--- config.mk ---
export PLATFORM = sky130hd
export DESIGN_NAME = plt_dist
export DESIGN_NICKNAME = d
export VERILOG_FILES = /design/src/rtl/plt_pkg.sv /design/src/rtl/plt_dist.sv
export SDC_FILE = /design/constraint.sdc
export NUM_CORES = 2
export LEC_CHECK = 0
export BUFFER_PORTS_ARGS = -buffer_cell sky130_fd_sc_hd__buf_4
export CAP_MARGIN = 10
export CORE_ASPECT_RATIO = 0.6
export CORE_MARGIN = 2
export CORE_UTILIZATION = 45
export DETAILED_ROUTE_END_ITERATION = 12
export HOLD_SLACK_MARGIN = 0.15
export PLACE_DENSITY = 0.73
export SYNTH_ARGS = -nofsm -noshare
export SYNTH_HDL_FRONTEND = slang
export SYNTH_SLANG_ARGS = --single-unit
--- constraint.sdc ---
create_clock -name clk -period 26.5 [get_ports clk]
set_clock_uncertainty 0.1 [all_clocks]
set_input_delay 5.3 -clock clk [delete_from_list [all_inputs] [get_ports clk]]
set_output_delay 5.3 -clock clk [all_outputs]
set_load 0.01 [all_outputs]
--- src/rtl/plt_pkg.sv ---
// Package for the proximity link tracker: word types, codes and helpers.
`default_nettype none
package plt_pkg;
	localparam int MAX_DEVICES = 32;
	localparam int SLOT_W = 5;
	localparam int COORD_W = 16;
	localparam int RADIUS_W = 16;
	localparam int SQ_W = 33;
	localparam int D2_W = 35;

	localparam logic [1:0] ACT_CREATE = 2'd0;
	localparam logic [1:0] ACT_UPDATE = 2'd1;
	localparam logic [1:0] ACT_DESTROY = 2'd2;

	localparam logic [1:0] POS_PREV = 2'd1;
	localparam logic [1:0] POS_NEXT = 2'd2;

	localparam logic [1:0] EVT_NONE = 2'd0;
	localparam logic [1:0] EVT_MADE = 2'd1;
	localparam logic [1:0] EVT_LOST = 2'd2;
	localparam logic [1:0] EVT_DUP = 2'd3;

	localparam logic REG_CONNECT = 1'b0;
	localparam logic REG_DISCONNECT = 1'b1;

	typedef struct packed {
		logic [1:0] action;
		logic [4:0] device_slot;
		logic reader_role;
		logic [1:0] position_kind;
		logic signed [15:0] pos_x;
		logic signed [15:0] pos_y;
		logic signed [15:0] pos_z;
	} req_t;

	typedef struct packed {
		logic [1:0] event_kind;
		logic [4:0] reader_slot;
		logic [4:0] tag_slot;
		logic last;
	} evt_t;

	typedef struct packed {
		logic signed [15:0] x;
		logic signed [15:0] y;
		logic signed [15:0] z;
	} pos_t;

	typedef struct packed {
		logic near;
		logic far;
	} cmp_t;

	function automatic logic [SLOT_W-1:0] lowest_idx(input logic [MAX_DEVICES-1:0] m);
		logic [SLOT_W-1:0] r;
		r = '0;
		for (int i = MAX_DEVICES - 1; i >= 0; i--) begin
			if (m[i]) r = SLOT_W'(i);
		end
		return r;
	endfunction
endpackage
`default_nettype wire

--- src/rtl/plt_dist.sv ---
// Two-stage squared distance and radius compare.
`default_nettype none
module plt_dist import plt_pkg::*; (
	input wire logic clk,
	input wire pos_t self_pos,
	input wire pos_t peer_pos,
	input wire logic [2*RADIUS_W-1:0] cr2,
	input wire logic [2*RADIUS_W-1:0] dr2,
	output cmp_t cmp
);
	logic signed [COORD_W:0] dx, dy, dz;
	logic signed [2*COORD_W+1:0] px, py, pz;
	logic [SQ_W-1:0] sx_s2, sy_s2, sz_s2;
	logic [D2_W-1:0] d2;

	assign dx = {self_pos.x[COORD_W-1], self_pos.x} - {peer_pos.x[COORD_W-1], peer_pos.x};
	assign dy = {self_pos.y[COORD_W-1], self_pos.y} - {peer_pos.y[COORD_W-1], peer_pos.y};
	assign dz = {self_pos.z[COORD_W-1], self_pos.z} - {peer_pos.z[COORD_W-1], peer_pos.z};
	assign px = dx * dx;
	assign py = dy * dy;
	assign pz = dz * dz;

	always_ff @(posedge clk) begin
		sx_s2 <= px[SQ_W-1:0];
		sy_s2 <= py[SQ_W-1:0];
		sz_s2 <= pz[SQ_W-1:0];
	end

	assign d2 = D2_W'(sx_s2) + D2_W'(sy_s2) + D2_W'(sz_s2);
	assign cmp.near = d2 <= D2_W'(cr2);
	assign cmp.far = d2 >= D2_W'(dr2);
endmodule
`default_nettype wire

**After elaboration in Yosys (flattened, before gate mapping)**

Cells that the tools add are included.

- Bits in registers: 99
- Latch bits: 0
- RAM bits: 0
- ROM bits: 0
- Output and inout port bits: 2
- Logic and storage cells: 13
- Memories kept: 0

- Add/subtract/negate cells: 5
- Multiply operators: 3
- Div/mod/pow operators: 0
- Magnitude comparators: 2
- Equal/unequal tests: 0
- Shifts and indexed selects: 0
- Mux-type cells: 0
- Bitwise logic cells: 0
- Reduce and logical (&&, ||, !) cells: 0

Operator list:

| operator | count |
|---|---|
| multiplier 17 x 17 -> 33 bit | 3 |
| subtractor 16 x 16 -> 17 bit | 3 |
| adder 34 x 33 -> 35 bit | 1 |
| >= comparator 35 x 32 -> 1 bit | 1 |
| less-or-equal comparator 35 x 32 -> 1 bit | 1 |
| adder 33 x 33 -> 34 bit | 1 |

**Longest topological paths before layout**

- Depth in word-level cells: 3
- Depth in mapped cells: 38

**Least setup slack after synthesis**

No wires, ideal clock.

- Kind: input to register
- From: in self_pos[16] (netlist bit)
- To: reg sy_s2[32]
- Setup time: 0.125 ns
- Arrival time: 12.904 ns
- Data required time: 26.275 ns
- Slack: 13.371 ns
- Stages: 34
- Buffers on the path: 1
- Path through: inv_1 > ha_1 > fa_1 > nor2b_1 > o21ai_1 > a21boi_1 > o211ai_1 > a2111oi_2 > o31a_1 > o21ai_0 > a31o_2 > inv_2 > buf_2 > nor2_1 > fa_1 > inv_1 > fa_1 > inv_1 > fa_1 > fa_1 > fa_1 > inv_1 > fa_1 > inv_1 > ha_1 > a21o_1 > a21o_1 > a221o_1 > a211oi_1 > a21oi_1 > nand4_1 > nand2_1 > o31ai_1 > xnor2_1

- Word-level cells in the longest chain between the ends: 2

RTL lines:

| element | line | RTL |
|---|---|---|
| from (decl) | plt_dist.sv:5 | `input wire pos_t self_pos,` |
| subtractor 16 x 16 -> 17 bit | plt_dist.sv:17 | `assign dy = {self_pos.y[COORD_W-1], self_pos.y} - {peer_pos.y[COORD_W-1], peer_pos.y};` |
| multiplier 17 x 17 -> 33 bit | plt_dist.sv:20 | `assign py = dy * dy;` |
| named net py[32] | plt_dist.sv:12 | `logic signed [2*COORD_W+1:0] px, py, pz;` |
| to (signal assigned) | plt_dist.sv:25 | `sy_s2 <= py[SQ_W-1:0];` |
| to (decl) | plt_dist.sv:13 | `logic [SQ_W-1:0] sx_s2, sy_s2, sz_s2;` |

The timed path passes the listed nets, and every way through them passes these cells.

**Worst setup path in the final report**

- From: in peer_pos[17] (netlist bit)
- To: reg sy_s2[32]

- Word-level cells in the longest chain between the ends: 2

RTL lines:

| element | line | RTL |
|---|---|---|
| from (decl) | plt_dist.sv:6 | `input wire pos_t peer_pos,` |
| subtractor 16 x 16 -> 17 bit | plt_dist.sv:17 |  |
| multiplier 17 x 17 -> 33 bit | plt_dist.sv:20 |  |
| named net py[32] | plt_dist.sv:12 |  |

The timed path passes the listed nets, and every way through them passes these cells.

==> impl_metrics.env <==
export IMPL_synth_commonest_cells="1108 x inv_1, 830 x fa_1, 378 x ha_1, 320 x nor2_1, 298 x nand2_1"
export IMPL_ant_nets=0
export IMPL_crit_required_ns=26.63
export IMPL_grt_pass1_wl_mm=147
export IMPL_vias=26101
export IMPL_io_buffer_count=162
export IMPL_grt_pass1_vias=27455
export IMPL_synthTopCellsByArea="fa_1 46%, ha_1 13%, inv_1 12%, dfxtp_1 5.4%, nor2_1 3.3%"
export IMPL_gr_total_overflow=0
export IMPL_wl_per_cell_um=17.2
export IMPL_drt_wl_total_mm=88.6
export IMPL_arrival_ns=14.49
export IMPL_fp_dieW_um=369
export IMPL_rsz0062_at_grt="false"
export IMPL_crit_type="in2reg"
export IMPL_ys_seq_area_share_pct=5.35
export IMPL_cpPeakStageDelay_ns=0.77
export IMPL_fin_hold_ws_ns=5.48
export IMPL_tightest_slew_ns=1.19
export IMPL_cts_clk_slew_worst_paths_ns=0.07
export IMPL_cts_made_buffers=9
export IMPL_final_max_slew_violation_count=0
export IMPL_synth_area_per_cell_um2=9.08
export IMPL_hold_path_class="in2reg"
export IMPL_clockRootBuffer="clkbuf_16"
export IMPL_yosysTopAreaCell="fa_1"
export IMPL_start_kind="input port"
export IMPL_synth_top_cell_area_share_pct=46.3
export IMPL_first_pass_iters=5
export IMPL_fill_cells=7449
export IMPL_die_h_um=223
export IMPL_drive_gt1_share_pct=6.34
export IMPL_antennaDiodeCount=0
export IMPL_cts_buffer_depth=2
export IMPL_start_util_pct=45.3
export IMPL_syn_inst=3956
export IMPL_maxSlewHeadroom_pct=20.2
export IMPL_wl_met3_mm=11.8
export IMPL_yosysMostFrequentCell="inv_1"
export IMPL_area_delta_synth_final_pct=7.76
export IMPL_post_route_drc_count=0
export IMPL_crit_path_frequent_cell="fa_1"
export IMPL_crit_path_max_fanout=12
export IMPL_yosysUniqueCellTypes=78
export IMPL_final_setup_tns_ns=0
export IMPL_multi_input_area_um2=29500
export IMPL_antenna_found_initial=0
export IMPL_highest_layer="met5"
export IMPL_synth_edf_count=0
export IMPL_ios=163
export IMPL_drt_iter0_markers=2146
export IMPL_num_rows=80
export IMPL_wl_met1_mm=41.7
export IMPL_post_cts_buffers=0
export IMPL_synthArstFlopShare_pct=0
export IMPL_clock_sinks=96
export IMPL_tritoncts="built"
export IMPL_track_usage_pct=22.6
export IMPL_holdBufCountCts=0
export IMPL_hold_depth=4
export IMPL_synth_ff_type="dfxtp_1"
export IMPL_yosysWarnings=0
export IMPL_slowest_stage="xor2_1"
export IMPL_postSynthRegisterBits=96
export IMPL_hold_viol=0
export IMPL_outcome="complete, no violations"
export IMPL_fin_nets=5448
export IMPL_wl_met2_mm=34.1
export IMPL_gp_congestion=0.975
export IMPL_clock_fmax_mhz=69.7
export IMPL_core_area_um2=79300
export IMPL_cts_resized=0
export IMPL_worst_setup_path_end_kind="flop"
export IMPL_dp_hpwl_mm=79.0
export IMPL_setup_viol=0
export IMPL_finalCriticalPeriod_ns=14.35
export IMPL_syn_area_um2=35900
export IMPL_maxCapViolations=0
export IMPL_ctsHtreeMaxLevel=3
export IMPL_seq_area_um2=1920
export IMPL_die_area_um2=82200
export IMPL_timing_final_crit_share_pct=54.2
export IMPL_grt_max_degree=21
export IMPL_viasPerCell=5.07
-- layer usage --
metal  up-vias  GRT usage, %
li1      12104             -
met1     12767          35.3
met2      1169          29.9
met3        59          8.71
met4         2          2.73
met5         -         0.583
-- cells by family after synthesis --
logic type      count (synthesis)  synth area share, %
flops                          96                 5.35
compound gates                449                 8.19
other cells                     2               0.0209
mux                             3               0.0906
xor+xnor                      180                 4.46
buf+inv                      1203                 12.7
fa+ha+maj                    1208                 59.4
simple gates                  815                 9.78
-- flip-flops by register name (all words and copies together), names as in the netlist --
name / cells
sz_s2: 32
sy_s2: 32
sx_s2: 32
-- worst max-delay path: cells and delay by family --
kind / cells / cell delay [ns]
buf+inv: 6 / 0.73
compound gates: 12 / 3.35
xor+xnor: 2 / 0.88
simple gates: 4 / 0.66
fa+ha+maj: 8 / 3.55
-- cell type report --
| cell class | instances | area share [%] |
|---|---|---|
| Multi-Input combinational cell | 2658 | 76.1 |
| Tap cell | 1066 | 3.45 |
| Inverter | 1121 | 10.9 |
| Timing Repair Buffer | 193 | 3.74 |
| Clock buffer | 9 | 0.582 |
| Clock inverter | 7 | 0.252 |
| Sequential cell | 96 | 4.97 |
-- layout by cell type, fill, tap and decap left out, types with 9 or more instances in the layout --
cell type     n
inv_1      1108
fa_1        830
ha_1        378
nor2_1      320
nand2_1     298
buf_4       193
a21oi_1     146
xnor2_1     130
dfxtp_1      96
o21ai_0      77
a21o_1       68
xor2_1       46
nand3_1      30
nand2b_1     26
nor3_1       26
and2_1       26
o21bai_1     21
nand4_1      18
nor2b_1      18
o21a_1       18
a31oi_1      17
or3_1        13
and3_1       12
or2_2        12
o211ai_1     11
a211oi_1      9
inv_2         9
o31ai_1       9
clkbuf_16     9
-- per-stage QoR --
step | instances | util [%] | setup WS (ns) | cell area (µm²)
2_1_floorplan | 3957 | - | 13.37 | 35900
3_3_place_gp | 5134 | 48.4 | 12.24 | 38400
3_5_place_dp | 5134 | 48.4 | 11.92 | 38400
4_1_cts | 5150 | 48.8 | 12.28 | 38700
5_1_grt | 5150 | 48.8 | 11.67 | 38700
6_report | 5150 | 48.8 | 12.15 | 38700
-- worst paths after layout --
| check | from | to | slack [ns] |
|---|---|---|---|
| max | peer_pos[17] | sy_s2[32]$_DFF_P_ | 12.15 |
| min | peer_pos[33] | sx_s2[2]$_DFF_P_ | 5.48 |
Power is left out: the tool's default activity adds up to more than one toggle a clock period on the data nets, which glitch-free logic cannot reach.
